## config.mk

```make
export PLATFORM = sky130hd
export DESIGN_NAME = hhrg_bond_unit
export DESIGN_NICKNAME = d
export VERILOG_FILES = /design/src/design/hhrg_pkg.sv /design/src/design/hhrg_bond_unit.sv
export SDC_FILE = /design/constraint.sdc
export NUM_CORES = 1
export LEC_CHECK = 0
export BUFFER_PORTS_ARGS = -buffer_cell sky130_fd_sc_hd__buf_4
export CAP_MARGIN = 10
export CORE_MARGIN = 2
export CORE_UTILIZATION = 52
export DETAILED_ROUTE_END_ITERATION = 12
export PLACE_DENSITY_LB_ADDON = 0.1
export SETUP_SLACK_MARGIN = 0.05
export SLEW_MARGIN = 20
export SYNTH_ARGS = -nofsm -noshare
export SYNTH_HDL_FRONTEND = slang
export SYNTH_SLANG_ARGS = --single-unit
```

## constraint.sdc

```tcl
create_clock -name vclk -period 17.1
set_input_delay 3.42 -clock vclk [all_inputs]
set_output_delay 3.42 -clock vclk [all_outputs]
set_load 0.01 [all_outputs]
```

## src/design/hhrg_pkg.sv

```systemverilog
package hhrg_pkg;

    localparam int PAT_W       = 14;
    localparam int RANK_W      = 12;
    localparam int VALUE_W     = 18;
    localparam int CPL_W       = 16;
    localparam int TABLE_DEPTH = 1 << PAT_W;
    localparam int MAX_RESULTS = 42;
    localparam int COUNT_W     = $clog2(MAX_RESULTS + 1);
    localparam int CHAIN_SITES_DEF = 14;

    localparam int APB_ADDR_W = 4;
    localparam int APB_DATA_W = 32;

    // request codes on req_type
    localparam logic REQ_REGISTER = 1'b0;
    localparam logic REQ_GENERATE = 1'b1;

    // register indexes (paddr[3:2])
    localparam logic [1:0] REG_JZ_NEAR  = 2'd0;
    localparam logic [1:0] REG_JXY_NEAR = 2'd1;
    localparam logic [1:0] REG_JZ_NEXT  = 2'd2;
    localparam logic [1:0] REG_JXY_NEXT = 2'd3;

    localparam logic [CPL_W-1:0] JZ_NEAR_RST  = 16'hF000;
    localparam logic [CPL_W-1:0] JXY_NEAR_RST = 16'hF000;
    localparam logic [CPL_W-1:0] JZ_NEXT_RST  = 16'h0000;
    localparam logic [CPL_W-1:0] JXY_NEXT_RST = 16'h0000;

    typedef enum logic [1:0] {
        PH_NEAR,
        PH_NEXT,
        PH_DIAG
    } bond_phase_t;

    typedef struct packed {
        logic signed [CPL_W-1:0] jz_near;
        logic signed [CPL_W-1:0] jxy_near;
        logic signed [CPL_W-1:0] jz_next;
        logic signed [CPL_W-1:0] jxy_next;
    } coupling_t;

    typedef struct packed {
        logic                      exists;
        logic                      anti;
        logic [PAT_W-1:0]          flipped;
        logic signed [VALUE_W-1:0] diag_sum;
        logic signed [VALUE_W-1:0] off_value;
    } bond_res_t;

    typedef struct packed {
        logic              en;
        logic [PAT_W-1:0]  addr;
        logic [RANK_W-1:0] data;
    } rank_wr_t;

endpackage

```

## src/design/hhrg_bond_unit.sv

```systemverilog
module hhrg_bond_unit
#(
    parameter int CHAIN_SITES = hhrg_pkg::CHAIN_SITES_DEF,
    parameter int SITE_W      = $clog2(CHAIN_SITES + 2)
)
(
    input  logic [SITE_W-1:0]                  site,
    input  hhrg_pkg::bond_phase_t              phase,
    input  logic [hhrg_pkg::PAT_W-1:0]         pat,
    input  hhrg_pkg::coupling_t                coup,
    input  logic signed [hhrg_pkg::VALUE_W-1:0] diag_acc,
    output hhrg_pkg::bond_res_t                res
);

    localparam int PW = hhrg_pkg::PAT_W;
    localparam int VW = hhrg_pkg::VALUE_W;
    localparam int CW = hhrg_pkg::CPL_W;

    logic [SITE_W-1:0]        far_site;
    logic [PW-1:0]            mask_a;
    logic [PW-1:0]            mask_b;
    logic                     spin_a;
    logic                     spin_b;
    logic signed [CW-1:0]     jz_sel;
    logic signed [CW-1:0]     jxy_sel;
    logic signed [VW-1:0]     jz_ext;
    logic signed [VW-1:0]     jxy_ext;
    logic signed [VW-1:0]     term;

    always_comb
    begin
        far_site = site + ((phase == hhrg_pkg::PH_NEXT) ? SITE_W'(2) : SITE_W'(1));
        // sites past the pattern shift out to an empty mask and read as spin down
        mask_a = PW'(1) << site;
        mask_b = PW'(1) << far_site;
        spin_a = |(pat & mask_a);
        spin_b = |(pat & mask_b);

        jz_sel  = (phase == hhrg_pkg::PH_NEXT) ? coup.jz_next  : coup.jz_near;
        jxy_sel = (phase == hhrg_pkg::PH_NEXT) ? coup.jxy_next : coup.jxy_near;
        jz_ext  = {{(VW - CW){jz_sel[CW-1]}}, jz_sel};
        jxy_ext = {{(VW - CW){jxy_sel[CW-1]}}, jxy_sel};

        res.exists = (phase != hhrg_pkg::PH_DIAG)
                     && (far_site < SITE_W'(CHAIN_SITES))
                     && ((phase == hhrg_pkg::PH_NEAR) || (coup.jz_next != '0));
        res.anti    = spin_a ^ spin_b;
        res.flipped = pat ^ mask_a ^ mask_b;

        term          = res.anti ? jz_ext : -jz_ext;
        res.diag_sum  = diag_acc + term;
        res.off_value = -{jxy_ext[VW-2:0], 1'b0};
    end

endmodule

```

======== Word-level counts from Yosys, hierarchy flattened ========
Cells that the tools add are included.
storage, ports and cells
  bits in registers ....................... 0
  input port bits ......................... 102
  output and inout bits ................... 52
  logic and storage cells ................. 25
cells by class
  add/subtract/negate cells ............... 4
  magnitude comparators ................... 1
  eq/ne operators ......................... 2
  shifts and indexed selects .............. 2
  mux-type cells .......................... 4
  bitwise operators ....................... 5
  reductions and logical operators ........ 7
operator list
  kind                    count
  $mux W16                2
  $and A14 B14 Y14        2
  $reduce_or A14 Y1       2
  $shl A1 B4 Y14 const A  2
  $xor A14 B14 Y14        2
  $add A18 B18 Y18        1
  $mux W18                1
  $neg A16 Y18            1
  $neg A18 Y18            1
  $reduce_bool A16 Y1     1
  $add A4 B2 Y4           1
  $lt A4 B4 Y1 const B    1
  $eq A2 B1 Y1 const B    1
  $logic_and A1 B1 Y1     2
  $logic_not A2 Y1        1
  $mux W2                 1
  $ne A2 B2 Y1 const B    1
  $logic_or A1 B1 Y1      1
  $xor A1 B1 Y1           1

======== Longest topological paths before layout ========
Gate-level depths: netlist of the first run.
  depth after elaboration ................. 9
  mapped depth ............................ 27
  gate-level depth less buffers ........... 21

======== Worst setup path after synthesis of the first run ========
Ideal clock, no wire load.
  path type ............................... input -> output
  start point ............................. input port phase[1]
  end point ............................... output port res[34] (netlist bit)
  arrival ................................. 9.123 ns
  data required time ...................... 13.680 ns
  setup slack ............................. 4.557 ns
  stages on the path ...................... 24
  path buffers ............................ 4
  path through ............................ nand2b_1 -> buf_2 -> buf_1 -> clkbuf_1 -> ha_1 -> inv_1 -> fa_1 -> xnor2_2 -> mux4_2 -> a221o_1 -> a222oi_1 -> xnor2_1 -> buf_2 -> o21a_1 -> inv_1 -> fa_1 -> nor2b_1 -> o21ai_0 -> a21boi_0 -> o21ai_0 -> a211oi_1 -> nor3_1 -> or4_1 -> o311ai_0
RTL lines
  item             RTL line              source
  start, declared  hhrg_bond_unit.sv:8   input hhrg_pkg::bond_phase_t phase,
  end, declared    hhrg_bond_unit.sv:12  output hhrg_pkg::bond_res_t res

==> reports/results.tsv, run 1 <==
metric	value	unit
ir_worst_vdd	0.0642	mV
crit_fanout	25	
syn_to_final_growth	40.8	%
seq_cell_count	0	
die-height	78.7	um
grt_pass1_wl	14200	um
finalSetupTns	0	ns
antenna_found_initial	0	
cp_common_cell	buf_4	
hpwl	7890	um
post-route-min-period	12.76	ns
synth_cells	423	
required	13.68	ns
crit_family	compound AO/OA/AOI/OAI gates	
nNetsFinal	704	
start_kind	input port	
nFillCells	477	
p_leak	2.03	nW
drc	0	
dpl_cell_area	4080	um2
fmax	78.3	MHz
post_drt_wl_per_cell	14.4	um
postRouteAntennaNets	0	
layout.core_utilization	75.1	%
avgSynthCellArea	6.86	um2
n_clock_buffer	0	
yosys.area.top_type_share	15.1	%
cp_data_arrival_time	9.34	ns
yosys_warnings	0	
setup_viol	0	
ios	154	
maxSlewHeadroom	36.7	%
grt-ovfl-total	0	
antenna_cells	0	
ctsResizeCount	0	
stdcell_count	635	
path_buf_inv	5	
grt_use_total	27.5	%
portBuffers	153	
initial_core_util	53.3	%
ys_top_cells_by_count	nor2_1 (69), nor3_1 (50), mux2i_1 (40)	
total_power	0.362	mW
max_stage_delay	0.50	ns
synth_area_leaders	ha_1 (15%), mux2i_1 (14%), xnor2_1 (11%)	
grt_pass1_vias	3313	
syn-cell-area	2900	um2
post-route-period-util	74.6	%
synth.distinct_cells	52	
drive_above_1_share	29.7	%
die_w	78.7	um
drt-pass1-iter-count	4	
cts_setup_buffers	0	
regArea	0	um2
gp_congestion	0.941	
vias	3592	
synth.most_common_cell	nor2_1	
synth_top_cell_by_area	ha_1	
report.final.slew_viol_count	0	
die_area	6190	um2
fin_area	4080	um2
syn-num-nets	562	
vias_per_cell	5.66	
worstPathCellList	buf_4 > nand2b_1 > buf_4 > ha_1 > inv_1 > fa_1 > xnor2_2 > mux4_2 > a221o_1 > a222oi_1 > xnor2_2 > nand2_1 > o21a_1 > inv_1 > fa_1 > nor2b_1 > o21ai_0 > a21boi_0 > o21ai_0 > a211oi_1 > nor3_1 > or4_1 > o311ai_0 > buf_4	
power_density	88.8	nW/um2
hold_path_class	input port to output port	
end_kind	output port	
rsz0062_at_grt	false	
multi_input_area	2750	um2
row_count	27	
placedCellCount	635	
yosysSeqAreaShare	0	%
hold_buffers	0	
outcome	finished clean	
design.core.area	5440	um2
cap_violations	0	
hold_viol_final	0	
grt_max_degree	56	
wirelength	9160	um
tightest_slew	0.944	ns
drt-initial-drc-count	205	
crit_slowest_cell	or4_1	
crit_type	input port to output port	
[path summary, 6_finish.rpt]
check	startpoint	endpoint	slack (ns)	cells past startpoint
min	coup[15]	res[17]	7.13	3
max	phase[0]	res[34]	4.34	24
[power breakdown]
| part | switching (mW) | internal, mW | leakage, nW | total (mW) |
|---|---|---|---|---|
| clock | 0 | 0 | 0 | 0 |
| sequential | 0 | 0 | 0 | 0 |
| combinational | 0.182 | 0.181 | 2.03 | 0.362 |
| total | 0.182 | 0.181 | 2.03 | 0.362 |
[cell type report]
class | instances | share of cell area, %
multi-input combinational | 388 | 67.5
timing repair buffer | 155 | 28.5
tap | 72 | 2.21
inverter | 20 | 1.84
[cell families (layout without fill, tap and decap cells)]
logic type | after synthesis | after routing | share of synthesized area (%)
xor+xnor | 57 | 57 | 17.5
other cells | 1 | 1 | 0.129
mux | 45 | 45 | 16.5
buf+inv | 35 | 175 | 5.31
simple gates | 194 | 194 | 31.4
fa+ha+maj | 37 | 37 | 16.5
compound gates | 54 | 54 | 12.7
[metal layers]
layer  part of all wire [%]  track usage (%)  routed length (um)  vias up
li1                       -                -                   -     1792
met1                     39             30.6                3590     1641
met2                     51             53.3                4690      136
met3                    6.4             3.79                 590       23
met4                    3.1             8.07                 287        0
met5                      0                0                   0        -
[metrics by stage]
step	setup WS (ns)	hold slack, ns
4_1_cts	4.39	7.13
6_report	4.34	7.13
3_5_place_dp	4.41	7.13
5_1_grt	3.86	7.14
2_1_floorplan	4.56	6.93
3_3_place_gp	4.63	7.14
[cell usage in the layout (no fill, tap or decap), types with 2 or more instances in the layout]
cell type and instances:
a21oi_1 16, nor4_1 7, fa_1 2, o22ai_1 2, nand4_1 2, mux2i_1 40
xnor2_2 2, mux4_2 2, xnor2_1 34, nor3_1 50, a21o_1 4, xor2_1 21
or3_1 3, mux2_2 3, nor2_1 69, nand3_1 6, and3_1 4, a211oi_1 2
buf_4 155, nor2b_1 9, nand2_1 28, nor4b_1 2, o21ai_0 8, nand2b_1 10
a21boi_0 2, ha_1 35, o21a_1 4, or4_1 2, inv_1 19
[tightest hold or removal path: stages]
cell and delay (ns):
buf_4 0.09, o31ai_1 0.06, buf_4 0.14
(Power assumes the default switching activity.)
==> inputs of run 2 (changes only) <==
--- a/config.mk
+++ b/config.mk
@@ -8,7 +8,7 @@
 export BUFFER_PORTS_ARGS = -buffer_cell sky130_fd_sc_hd__buf_4
 export CAP_MARGIN = 10
 export CORE_MARGIN = 2
-export CORE_UTILIZATION = 52
+export CORE_UTILIZATION = 48
 export DETAILED_ROUTE_END_ITERATION = 12
 export PLACE_DENSITY_LB_ADDON = 0.1
 export SETUP_SLACK_MARGIN = 0.05
==> constraint.sdc (replaced) <==
create_clock -name vclk -period 12
set_input_delay 2.4 -clock vclk [all_inputs]
set_output_delay 2.4 -clock vclk [all_outputs]
set_load 0.01 [all_outputs]
==> reports/results.tsv, run 2 (synthesized netlist as in run 1, its figures left out) <==
metric	value	unit
drt-pass1-iter-count	4	
grt_pass1_wl	13900	um
hpwl	7960	um
path_buf_inv	5	
drive_above_1_share	29.7	%
post_drt_wl_per_cell	14.4	um
worstHoldStart	coup[15]	
cp_common_cell	buf_4	
hold_path_class	input port to output port	
antenna_found_initial	0	
syn_to_final_growth	40.9	%
setup_viol	0	
regArea	0	um2
crit_fanout	25	
tightest_slew	0.969	ns
report.final.slew_viol_count	0	
drt-initial-drc-count	151	
n_clock_buffer	0	
crit_slowest_cell	or4_1	
holdPathEnd	res[17]	
die_w	81.7	um
min_path_cells	3	
portBuffers	153	
grt_pass1_vias	3251	
maxSlewHeadroom	35.1	%
cap_violations	0	
die-height	81.7	um
postRouteAntennaNets	0	
nFillCells	543	
required	9.60	ns
seq_cell_count	0	
design.core.area	5890	um2
power_density	126	nW/um2
end_kind	output port	
grt_use_total	25.4	%
drc	0	
ios	154	
max_stage_delay	0.50	ns
vias_per_cell	5.48	
initial_core_util	49.3	%
grt_max_degree	56	
die_area	6680	um2
post-route-min-period	10.76	ns
cp_data_arrival_time	8.36	ns
fin_area	4090	um2
gp_congestion	0.957	
antenna_cells	0	
p_leak	2.03	nW
ctsResizeCount	0	
nNetsFinal	704	
mostFrequentLayoutCell	buf_4	
layout_common_cells	buf_4 (155), nor2_1 (69), nor3_1 (50), mux2i_1 (40), ha_1 (35)	
fmax	92.9	MHz
hold_viol_final	0	
ir_worst_vdd	0.118	mV
dpl_cell_area	4090	um2
crit_family	compound AO/OA/AOI/OAI gates	
crit_type	input port to output port	
wirelength	9180	um
cts_setup_buffers	0	
start_kind	input port	
worstPathCellList	buf_4 > nand2b_1 > buf_4 > ha_1 > inv_1 > fa_1 > xnor2_2 > mux4_2 > a221o_1 > a222oi_1 > xnor2_2 > nand2_1 > o21a_1 > inv_1 > fa_1 > nor2b_1 > o21ai_0 > a21boi_0 > o21ai_0 > a211oi_1 > nor3_1 > or4_1 > o311ai_0 > buf_4	
multi_input_area	2750	um2
layout.core_utilization	69.4	%
finalSetupTns	0	ns
vias	3496	
outcome	finished clean	
hold_buffers	0	
row_count	28	
grt-ovfl-total	0	
post-route-period-util	89.7	%
rsz0062_at_grt	false	
[run 2: final cells by class]
cell class         count  share of cell area, %
inverters             20                   1.84
multi-input cells    388                   67.4
well taps             75                   2.30
repair buffers       155                   28.5
[run 2: how the worst max path moves through the flow]
stage | start | end | slack (ns) | cells after the start
2_1_floorplan | phase[1] | res[34] | 1.50 | 24
3_3_place_gp | phase[1] | res[34] | 1.54 | 24
3_5_place_dp | phase[1] | res[34] | 1.32 | 24
4_1_cts | phase[1] | res[34] | 1.30 | 24
5_1_grt | phase[0] | res[34] | 0.77 | 24
6_report | phase[0] | res[34] | 1.24 | 24
[run 2: power by group]
group	leakage (nW)	switching (mW)	internal (mW)
Clock	0	0	0
Sequential	0	0	0
Combinational	2.03	0.259	0.257
Total	2.03	0.259	0.257
[run 2: per-stage QoR]
stage / hold slack [ns] / power [mW] / instances / worst slack [ns]
after floorplan: 4.89 / 0.322 / 423 / 1.50
after global placement: 5.11 / 0.505 / 638 / 1.54
after detailed placement: 5.10 / 0.516 / 638 / 1.32
after CTS: 5.10 / 0.517 / 638 / 1.30
after global routing: 5.11 / 0.567 / 638 / 0.769
final: 5.10 / 0.516 / 638 / 1.24
[run 2: layer usage]
metal	track usage, %	wire length [um]	up-vias
met4	4.67	93	0
met1	30.4	3690	1595
met5	0	0	-
li1	-	-	1783
met2	48.6	4810	110
met3	2.97	589	8
[run 2: tightest hold or removal path, stage by stage]
cell	delay, ns
buf_4	0.09
o31ai_1	0.07
buf_4	0.14
