<file path="src/design/hhrg_pkg.sv">
package hhrg_pkg;

    localparam int PAT_W       = 14;
    localparam int RANK_W      = 12;
    localparam int VALUE_W     = 18;
    localparam int CPL_W       = 16;
    localparam int TABLE_DEPTH = 1 << PAT_W;
    localparam int MAX_RESULTS = 42;
    localparam int COUNT_W     = $clog2(MAX_RESULTS + 1);
    localparam int CHAIN_SITES_DEF = 14;

    localparam int APB_ADDR_W = 4;
    localparam int APB_DATA_W = 32;

    // request codes on req_type
    localparam logic REQ_REGISTER = 1'b0;
    localparam logic REQ_GENERATE = 1'b1;

    // register indexes (paddr[3:2])
    localparam logic [1:0] REG_JZ_NEAR  = 2'd0;
    localparam logic [1:0] REG_JXY_NEAR = 2'd1;
    localparam logic [1:0] REG_JZ_NEXT  = 2'd2;
    localparam logic [1:0] REG_JXY_NEXT = 2'd3;

    localparam logic [CPL_W-1:0] JZ_NEAR_RST  = 16'hF000;
    localparam logic [CPL_W-1:0] JXY_NEAR_RST = 16'hF000;
    localparam logic [CPL_W-1:0] JZ_NEXT_RST  = 16'h0000;
    localparam logic [CPL_W-1:0] JXY_NEXT_RST = 16'h0000;

    typedef enum logic [1:0] {
        PH_NEAR,
        PH_NEXT,
        PH_DIAG
    } bond_phase_t;

    typedef struct packed {
        logic signed [CPL_W-1:0] jz_near;
        logic signed [CPL_W-1:0] jxy_near;
        logic signed [CPL_W-1:0] jz_next;
        logic signed [CPL_W-1:0] jxy_next;
    } coupling_t;

    typedef struct packed {
        logic                      exists;
        logic                      anti;
        logic [PAT_W-1:0]          flipped;
        logic signed [VALUE_W-1:0] diag_sum;
        logic signed [VALUE_W-1:0] off_value;
    } bond_res_t;

    typedef struct packed {
        logic              en;
        logic [PAT_W-1:0]  addr;
        logic [RANK_W-1:0] data;
    } rank_wr_t;

endpackage

</file>
<file path="src/design/hhrg_ifs.sv">
interface hhrg_item_if;
    logic                        valid;
    logic                        ready;
    logic                        req_type;
    logic [hhrg_pkg::PAT_W-1:0]  state_bits;

    modport source (output valid, output req_type, output state_bits, input ready);
    modport sink   (input valid, input req_type, input state_bits, output ready);
endinterface

interface hhrg_entry_if;
    logic                               valid;
    logic                               ready;
    logic [hhrg_pkg::RANK_W-1:0]        row_index;
    logic [hhrg_pkg::RANK_W-1:0]        col_index;
    logic signed [hhrg_pkg::VALUE_W-1:0] value;
    logic                               last_of_row;

    modport source (output valid, output row_index, output col_index, output value,
                    output last_of_row, input ready);
    modport sink   (input valid, input row_index, input col_index, input value,
                    input last_of_row, output ready);
endinterface

</file>
<file path="src/design/hhrg_ctrl.sv">
module hhrg_ctrl
#(
    parameter int CHAIN_SITES = hhrg_pkg::CHAIN_SITES_DEF,
    parameter int SITE_W      = $clog2(CHAIN_SITES + 2)
)
(
    input  logic                                clk,
    input  logic                                rst_n,
    hhrg_item_if.sink                           items,
    hhrg_entry_if.source                        entries,
    output hhrg_pkg::rank_wr_t                  rank_wr,
    output logic [hhrg_pkg::PAT_W-1:0]          rank_rd_addr,
    input  logic [hhrg_pkg::RANK_W-1:0]         rank_rd_data,
    output logic [SITE_W-1:0]                   bond_site,
    output hhrg_pkg::bond_phase_t               bond_phase,
    output logic [hhrg_pkg::PAT_W-1:0]          bond_pat,
    output logic signed [hhrg_pkg::VALUE_W-1:0] bond_diag,
    input  hhrg_pkg::bond_res_t                 bond_res
);

    typedef enum logic [1:0] {
        S_IDLE,
        S_ROW,
        S_BOND,
        S_LOOK
    } state_t;

    localparam logic [SITE_W-1:0] LAST_SITE = SITE_W'(CHAIN_SITES - 1);
    localparam logic [hhrg_pkg::COUNT_W-1:0] LAST_COUNT =
        hhrg_pkg::COUNT_W'(hhrg_pkg::MAX_RESULTS - 1);

    state_t                                state_reg;
    logic [SITE_W-1:0]                     site_reg;
    hhrg_pkg::bond_phase_t                 phase_reg;
    logic [hhrg_pkg::PAT_W-1:0]            pat_reg;
    logic [hhrg_pkg::RANK_W-1:0]           row_reg;
    logic signed [hhrg_pkg::VALUE_W-1:0]   diag_reg;
    logic [hhrg_pkg::COUNT_W-1:0]          count_reg;
    logic [hhrg_pkg::RANK_W-1:0]           next_rank_reg;

    logic                                  out_valid_reg;
    logic [hhrg_pkg::RANK_W-1:0]           out_row_reg;
    logic [hhrg_pkg::RANK_W-1:0]           out_col_reg;
    logic signed [hhrg_pkg::VALUE_W-1:0]   out_value_reg;
    logic                                  out_last_reg;

    logic                                  accept;
    logic                                  out_free;
    logic                                  emit;
    logic                                  cap_last;
    hhrg_pkg::bond_phase_t                 phase_next;

    always_comb
    begin
        accept     = items.valid && items.ready;
        out_free   = !out_valid_reg || entries.ready;
        emit       = out_free && (((state_reg == S_BOND) && (phase_reg == hhrg_pkg::PH_DIAG))
                                  || (state_reg == S_LOOK));
        cap_last   = (count_reg == LAST_COUNT);
        phase_next = (phase_reg == hhrg_pkg::PH_NEAR) ? hhrg_pkg::PH_NEXT : hhrg_pkg::PH_DIAG;

        rank_wr.en   = accept && (items.req_type == hhrg_pkg::REQ_REGISTER);
        rank_wr.addr = items.state_bits;
        rank_wr.data = next_rank_reg;
        // the lookup address holds steady through a stalled lookup
        rank_rd_addr = (state_reg == S_IDLE) ? items.state_bits : bond_res.flipped;
    end

    assign items.ready         = (state_reg == S_IDLE);
    assign entries.valid       = out_valid_reg;
    assign entries.row_index   = out_row_reg;
    assign entries.col_index   = out_col_reg;
    assign entries.value       = out_value_reg;
    assign entries.last_of_row = out_last_reg;

    assign bond_site  = site_reg;
    assign bond_phase = phase_reg;
    assign bond_pat   = pat_reg;
    assign bond_diag  = diag_reg;

    always_ff @(posedge clk or negedge rst_n)
    begin
        if (!rst_n)
        begin
            state_reg     <= S_IDLE;
            out_valid_reg <= 1'b0;
            next_rank_reg <= '0;
            site_reg      <= '0;
            phase_reg     <= hhrg_pkg::PH_NEAR;
            count_reg     <= '0;
            pat_reg       <= '0;
            row_reg       <= '0;
            diag_reg      <= '0;
            out_row_reg   <= '0;
            out_col_reg   <= '0;
            out_value_reg <= '0;
            out_last_reg  <= 1'b0;
        end
        else
        begin
            // load a new word, else drop the one just taken
            if (emit)
            begin
                out_valid_reg <= 1'b1;
            end
            else if (entries.ready)
            begin
                out_valid_reg <= 1'b0;
            end

            unique case (state_reg)
                S_IDLE:
                begin
                    if (accept)
                    begin
                        if (items.req_type == hhrg_pkg::REQ_GENERATE)
                        begin
                            pat_reg   <= items.state_bits;
                            state_reg <= S_ROW;
                        end
                        else
                        begin
                            next_rank_reg <= next_rank_reg + 1'b1;
                        end
                    end
                end

                S_ROW:
                begin
                    row_reg   <= rank_rd_data;
                    site_reg  <= '0;
                    phase_reg <= hhrg_pkg::PH_NEAR;
                    diag_reg  <= '0;
                    count_reg <= '0;
                    state_reg <= S_BOND;
                end

                S_BOND:
                begin
                    unique case (phase_reg)
                        hhrg_pkg::PH_DIAG:
                        begin
                            if (out_free)
                            begin
                                out_row_reg   <= row_reg;
                                out_col_reg   <= row_reg;
                                out_value_reg <= diag_reg;
                                out_last_reg  <= (site_reg == LAST_SITE) || cap_last;
                                count_reg     <= count_reg + 1'b1;
                                if ((site_reg == LAST_SITE) || cap_last)
                                begin
                                    state_reg <= S_IDLE;
                                end
                                else
                                begin
                                    site_reg  <= site_reg + 1'b1;
                                    phase_reg <= hhrg_pkg::PH_NEAR;
                                    diag_reg  <= '0;
                                end
                            end
                        end

                        default:
                        begin
                            if (!bond_res.exists)
                            begin
                                phase_reg <= phase_next;
                            end
                            else
                            begin
                                diag_reg <= bond_res.diag_sum;
                                if (bond_res.anti)
                                begin
                                    state_reg <= S_LOOK;
                                end
                                else
                                begin
                                    phase_reg <= phase_next;
                                end
                            end
                        end
                    endcase
                end

                S_LOOK:
                begin
                    if (out_free)
                    begin
                        out_row_reg   <= row_reg;
                        out_col_reg   <= rank_rd_data;
                        out_value_reg <= bond_res.off_value;
                        out_last_reg  <= cap_last;
                        count_reg     <= count_reg + 1'b1;
                        if (cap_last)
                        begin
                            state_reg <= S_IDLE;
                        end
                        else
                        begin
                            phase_reg <= phase_next;
                            state_reg <= S_BOND;
                        end
                    end
                end

                default:
                begin
                    state_reg <= S_IDLE;
                end
            endcase
        end
    end

endmodule

</file>
<file path="src/flat_wrapper.sv">
// flat-port wrapper written by rule: the top's interface ports become plain ports
module hhrg_ctrl_flat 
#(
    parameter int CHAIN_SITES = hhrg_pkg::CHAIN_SITES_DEF,
    parameter int SITE_W      = $clog2(CHAIN_SITES + 2)
)
  (clk, rst_n, rank_wr, rank_rd_addr, rank_rd_data, bond_site, bond_phase, bond_pat, bond_diag, bond_res, items_valid, items_req_type, items_state_bits, items_ready, entries_valid, entries_row_index, entries_col_index, entries_value, entries_last_of_row, entries_ready);
  hhrg_item_if items_i ();
  hhrg_entry_if entries_i ();
  input  logic clk;
  input  logic rst_n;
  output hhrg_pkg::rank_wr_t rank_wr;
  output logic [hhrg_pkg::PAT_W-1:0] rank_rd_addr;
  input  logic [hhrg_pkg::RANK_W-1:0] rank_rd_data;
  output logic [SITE_W-1:0] bond_site;
  output hhrg_pkg::bond_phase_t bond_phase;
  output logic [hhrg_pkg::PAT_W-1:0] bond_pat;
  output logic signed [hhrg_pkg::VALUE_W-1:0] bond_diag;
  input  hhrg_pkg::bond_res_t bond_res;
  input wire logic [$bits(items_i.valid)-1:0] items_valid;
  input wire logic [$bits(items_i.req_type)-1:0] items_req_type;
  input wire logic [$bits(items_i.state_bits)-1:0] items_state_bits;
  output wire logic [$bits(items_i.ready)-1:0] items_ready;
  output wire logic [$bits(entries_i.valid)-1:0] entries_valid;
  output wire logic [$bits(entries_i.row_index)-1:0] entries_row_index;
  output wire logic [$bits(entries_i.col_index)-1:0] entries_col_index;
  output wire logic [$bits(entries_i.value)-1:0] entries_value;
  output wire logic [$bits(entries_i.last_of_row)-1:0] entries_last_of_row;
  input wire logic [$bits(entries_i.ready)-1:0] entries_ready;
  assign items_i.valid = items_valid;
  assign items_i.req_type = items_req_type;
  assign items_i.state_bits = items_state_bits;
  assign items_ready = items_i.ready;
  assign entries_valid = entries_i.valid;
  assign entries_row_index = entries_i.row_index;
  assign entries_col_index = entries_i.col_index;
  assign entries_value = entries_i.value;
  assign entries_last_of_row = entries_i.last_of_row;
  assign entries_i.ready = entries_ready;
  hhrg_ctrl #(.CHAIN_SITES(CHAIN_SITES), .SITE_W(SITE_W)) u_core (.clk(clk), .rst_n(rst_n), .items(items_i), .entries(entries_i), .rank_wr(rank_wr), .rank_rd_addr(rank_rd_addr), .rank_rd_data(rank_rd_data), .bond_site(bond_site), .bond_phase(bond_phase), .bond_pat(bond_pat), .bond_diag(bond_diag), .bond_res(bond_res));
endmodule
</file>
<file path="config.mk">
export PLATFORM = sky130hd
export DESIGN_NAME = hhrg_ctrl_flat
export DESIGN_NICKNAME = d
export VERILOG_FILES = /design/src/design/hhrg_pkg.sv /design/src/design/hhrg_ifs.sv /design/src/design/hhrg_ctrl.sv /design/src/flat_wrapper.sv
export SDC_FILE = /design/constraint.sdc
export NUM_CORES = 1
export LEC_CHECK = 0
export ABC_AREA = 1
export BUFFER_PORTS_ARGS = -buffer_cell sky130_fd_sc_hd__buf_2
export CAP_MARGIN = 30
export CORE_ASPECT_RATIO = 0.8
export CORE_UTILIZATION = 44
export CTS_CLUSTER_DIAMETER = 40
export DETAILED_ROUTE_END_ITERATION = 6
export PLACE_DENSITY = 0.76
export SYNTH_ARGS = -nofsm -noshare
export SYNTH_HDL_FRONTEND = slang
export SYNTH_SLANG_ARGS = --single-unit
</file>
<file path="constraint.sdc">
create_clock -name clk -period 1.71 [get_ports clk]
set_clock_uncertainty 0.15 [all_clocks]
set_input_delay 0.2565 -clock clk [delete_from_list [all_inputs] [get_ports clk]]
set_output_delay 0.2565 -clock clk [all_outputs]
set_load 0.05 [all_outputs]
</file>
After elaboration in Yosys (flattened, before gate mapping)
Index checks and enable logic that the tools add are counted.
{ "totals": {"reg_bits": 114, "out_inout_bits": 124, "input_bits": 83, "elab_cells": 108} }
{ "classes": {"n_addsub": 3, "n_eq_ne": 19, "n_bitwise": 1, "reduce_logical": 23, "n_mux": 49} }
{ "ops": {"columns": ["op", "count"], "rows": [
  ["$mux 18", 7],
  ["$pmux 18 s2", 2],
  ["$mux 12", 5],
  ["$pmux 12 s2", 2],
  ["$mux 2", 17],
  ["$pmux 6 s3", 1],
  ["$mux 14", 1],
  ["$add 12x1->12 const B", 1],
  ["$mux 4", 3],
  ["$mux 6", 2],
  ["$ne 3x3->1 const B", 4],
  ["$reduce_and 4->1", 3],
  ["$ne 2x2->1 const B", 5],
  ["$pmux 2 s4", 1],
  ["$pmux 4 s2", 1],
  ["$reduce_and 7->1", 1],
  ["$add 6x1->6 const B", 1],
  ["$eq 2x2->1 const B", 3],
  ["$eq 6x6->1 const B", 1],
  ["$pmux 2 s3", 1],
  ["$reduce_and 3->1", 2],
  ["$reduce_and 6->1", 1],
  ["$reduce_bool 2->1", 3],
  ["$mux 1", 5],
  ["14 further kinds", 22]
]} }

Longest topological paths before layout
{ "logic_depth": {"word_depth": 6, "ltp_mapped": 11, "depth_no_buf": 10} }

Least setup slack after synthesis
No wires, ideal clock.
{ "synth_path": {"path_kind": "reg2out", "startpoint": "register u_core.state_reg[1]", "endpoint": "output port rank_rd_addr[10] in the netlist's numbering", "arrival_time_ns": 2.109, "setup_slack_ns": -0.805, "required_time_ns": 1.304, "stages_incl_launch_ff": 7, "n_path_buf": 3, "cell_sequence": "dfrtp_1 buf_6 inv_2 nand2_1 clkbuf_1 clkbuf_1 o21ai_0"} }
{ "synth_via": {"elab_chain_cells": 2} }
{ "synth_lines": {"columns": ["element", "line", "text"], "rows": [
  ["from (decl)", "hhrg_ctrl.sv:32", "state_t state_reg;"],
  ["from (signal assigned)", "hhrg_ctrl.sv:85", "state_reg <= S_IDLE;"],
  ["from (signal assigned)", "hhrg_ctrl.sv:119", "state_reg <= S_ROW;"],
  ["from (signal assigned)", "hhrg_ctrl.sv:135", "state_reg <= S_BOND;"],
  ["$logic_not 2->1", "hhrg_ctrl.sv:66", "rank_rd_addr = (state_reg == S_IDLE) ? items.state_bits : bond_res.flipped;"],
  ["$mux 14", "hhrg_ctrl.sv:66", null],
  ["to (decl)", "flat_wrapper.sv:13", "output logic [hhrg_pkg::PAT_W-1:0] rank_rd_addr;"]
]} }
Every way passes these cells.

Worst setup path in the final report
{ "layout_path": {"startpoint": "register u_core.state_reg[1]", "endpoint": "output port rank_rd_addr[6] in the netlist's numbering"} }
Same word-level chain as after synthesis.

==> summary.json <==
{
  "critical_path_required": {"value": 1.30, "unit": "ns"},
  "cts.htree.levels": {"value": 4},
  "synth-seq-area-share": {"value": 52.79, "unit": "%"},
  "worstMarginPinSlew": {"value": 0.4214, "unit": "ns"},
  "die_w": {"value": 125.9, "unit": "µm"},
  "total_i_o_pin_count": {"value": 207},
  "avgSynthCellArea": {"value": 8.238, "unit": "µm²"},
  "cell_pwr_density": {"value": 2286, "unit": "nW/µm²"},
  "achievable-frequency": {"value": 518.4, "unit": "MHz"},
  "io_buffer_count": {"value": 206},
  "max-cap-violations": {"value": 0},
  "grt.overflow.total": {"value": 0},
  "rows": {"value": 35},
  "antenna-diode-count": {"value": 0},
  "clockRootBuffer": {"value": "clkbuf_16"},
  "core_area": {"value": 11740, "unit": "µm²"},
  "static_power_due_to_leakage": {"value": 0.004362, "unit": "µW"},
  "cpLargestDelayFamily": {"value": "buffers and inverters"},
  "clk_pin_slew": {"value": 0.06, "unit": "ns"},
  "first_global_vias": {"value": 5089},
  "routed_length_on_met2": {"value": 8221, "unit": "µm"},
  "grt_antenna_before_repair": {"value": 0},
  "peakVddDrop": {"value": 1.357, "unit": "mV"},
  "final-setup-viol-count": {"value": 38},
  "syn_std_cell_area": {"value": 5404, "unit": "µm²"},
  "layout-area-overhead-vs-synth": {"value": 51.66, "unit": "%"},
  "clock_sinks": {"value": 114},
  "timing.setup.critical_path_class": {"value": "register to output port"},
  "cts_buffers": {"value": 17},
  "detailroute.wirelength.met3": {"value": 1011, "unit": "µm"},
  "slowest_stage": {"value": "dfrtp_1"},
  "netlist.area_leader.share": {"value": 52.79, "unit": "%"},
  "drc_markers": {"value": 0},
  "vias_per_cell": {"value": 5.099},
  "cts_tree": {"value": "done"},
  "largest_net_degree_at_the_start_of_global_routing": {"value": 51},
  "cp_data_arrival_time": {"value": 1.52, "unit": "ns"},
  "place_worst_setup_slack": {"value": 0.03739, "unit": "ns"},
  "drt.antenna.violating_nets": {"value": 0},
  "cts_buffer_depth": {"value": 2},
  "final.fill_count": {"value": 903},
  "post_synth_main_area_contributors": {"value": "dfrtp_1 53%, nand2_1 15%, nor2_1 5.4%"},
  "die_height": {"value": 101.1, "unit": "µm"},
  "yosysWarnings": {"value": 0},
  "floorplan.initialDensity": {"value": 46.04, "unit": "%"},
  "tightest_hold_check_type": {"value": "input pin to register"},
  "drt-initial-drc-count": {"value": 336},
  "setup_ws": {"value": -0.2191, "unit": "ns"},
  "synth_edf_count": {"value": 0},
  "timing.final.hold_violations": {"value": 0},
  "start_kind": {"value": "register"},
  "grt_setup_unrepaired": {"value": "yes"},
  "grt_util_all_layers": {"value": 26.10, "unit": "%"},
  "cp_max_fo": {"value": 7},
  "synth.ff_latch_count": {"value": 114},
  "ys.flop_type": {"value": "dfrtp_1"},
  "synth.distinct_cells": {"value": 25},
  "top_cell_type_by_total_area_after_synthesis": {"value": "dfrtp_1"},
  "maxSlewHeadroom": {"value": 71.91, "unit": "%"},
  "post_synth_inst_count": {"value": 656},
  "async_reset_ff_share": {"value": 100.0, "unit": "%"},
  "post-synth-top-count-cell": {"value": "nand2_1"},
  "post_drt_wl_per_cell": {"value": 16.02, "unit": "µm"},
  "design.die.area": {"value": 12730, "unit": "µm²"},
  "cp_cell_sequence": {"value": "inv_2 -> nand2_8 -> buf_12 -> o21ai_4 -> buf_8"},
  "finalMaxSlewViolations": {"value": 0},
  "min_period_over_period": {"value": 112.8, "unit": "%"},
  "rrSetupSlack": {"value": -0.14, "unit": "ns"},
  "clk-insertion-delay-late": {"value": 0.41, "unit": "ns"},
  "violations": {"value": "setup timing"},
  "top_layer_used": {"value": "met4"},
  "synth.top_cells.by_count": {"value": "220 x nand2_1, 114 x dfrtp_1, 78 x nor2_1"},
  "critical_path.max_stage_delay": {"value": 0.40, "unit": "ns"},
  "crit_path_end_kind": {"value": "output port"},
  "worstPathBufferInverterCount": {"value": 3},
  "drt_pass1_iterations": {"value": 5},
  "timing.final.crit_period": {"value": 1.929, "unit": "ns"},
  "synthesis.nets": {"value": 744},
  "layout-drive-gt1-share": {"value": 38.23, "unit": "%"},
  "detail_route.wirelength": {"value": 16990, "unit": "µm"},
  "design_power_total": {"value": 18730, "unit": "µW"},
  "run_status": {"value": "finished, violations left"},
  "num-nets-final": {"value": 988},
  "grt_pass1_wl": {"value": 25630, "unit": "µm"},
  "finalWeightedCongestion": {"value": 0.8241},
  "detailed_place_hpwl": {"value": 11080, "unit": "µm"},
  "wl_met1": {"value": 7555, "unit": "µm"},
  "detailroute.via_count": {"value": 5410}
}
worst min-delay path, delay by kind of cell:
kind	cells	cell delay, ns
AO/OA/AOI/OAI	1	0.08
buffers and inverters	1	0.10
AND/OR/NAND/NOR	1	0.09
stage by stage:
step	TNS, ns	std cells	util [%]	instance area [µm²]	hold WS, ns
final	-4.705	1061	69.83	8195	0.005099
after detailed placement	0	1000	58.98	6922	0.06857
after CTS	-2.971	1052	67.80	7958	0.001477
after floorplan	-2.056	656	-	5635	-0.1891
after global placement	0	1000	58.98	6922	0.06230
after global routing	-7.248	1061	69.83	8195	-0.0009215
layout by cell type, fill, tap and decap left out, types with 4 or more instances in the layout:
cell type / instances
buf_2: 189
clkbuf_16: 18
xor2_1: 8
nand3_1: 19
buf_12: 10
dfrtp_1: 109
o21ai_0: 31
clkinvlp_4: 8
o31ai_2: 4
ha_1: 5
nand4_1: 9
nand2_1: 199
buf_6: 16
buf_4: 29
o31ai_1: 26
o21ai_4: 13
o21ai_1: 4
nand2_2: 15
dlygate4sd3_1: 14
inv_1: 40
nor2_1: 72
dfrtp_2: 5
nand3b_1: 18
bufinv_16: 4
nor2_4: 5
xnor2_1: 5
nand2_4: 6
buf_8: 4
path summary, 6_finish.rpt:
path	from	depth (start not counted)	endpoint
max	u_core.state_reg[1]	5	rank_rd_addr[6]
min	bond_res[3]	3	u_core.entries.value[3]
max reg2reg	u_core.state_reg[0]	9	u_core.bond_diag[3]
min reg2reg	u_core.next_rank_reg[11]	1	u_core.next_rank_reg[11]
max in group asynchronous	rst_n	3	u_core.entries.value[9]
min in group asynchronous	rst_n	2	u_core.entries.row_index[1]
layout make-up:
class | instances | area (µm²) | area share, %
sequential | 114 | 2859 | 34.89
multi-input combinational | 455 | 2507 | 30.60
timing repair buffer | 265 | 1824 | 22.26
clock buffer | 17 | 425.4 | 5.191
clock inverter | 15 | 209.0 | 2.550
inverter | 47 | 185.2 | 2.260
tap | 148 | 185.2 | 2.260
kinds of logic (layout without fill, tap and decap cells):
| group | Yosys count | count (layout) | synth area share [%] |
|---|---|---|---|
| compound gates | 84 | 84 | 9.401 |
| xor+xnor | 13 | 13 | 2.107 |
| fa+ha+maj | 5 | 5 | 1.158 |
| buf+inv | 88 | 344 | 7.363 |
| flops | 114 | 114 | 52.79 |
| simple gates | 352 | 353 | 27.18 |
repair_timing:
item / 4_1_cts / 5_1_grt
endpoints found under the hold margin: 119 / 0
buffers inserted: 4 / 7
resized for setup: 59 / 37
pin swaps: 4 / 6
setup endpoints to repair: 18 / 105
hold buffers: 14 / 0
gates cloned: 2 / 2
layer usage:
layer	global-route usage, %	vias up
li1	-	2587
met1	35.71	2575
met2	41.61	232
met3	5.786	16
met4	8.434	0
met5	0	-
where the power goes:
| group | internal [µW] | switching, µW |
|---|---|---|
| Combinational | 3180 | 7230 |
| Clock | 2450 | 1340 |
| Sequential | 3760 | 775 |
| Total | 9380 | 9350 |
(Power assumes the default switching activity.)
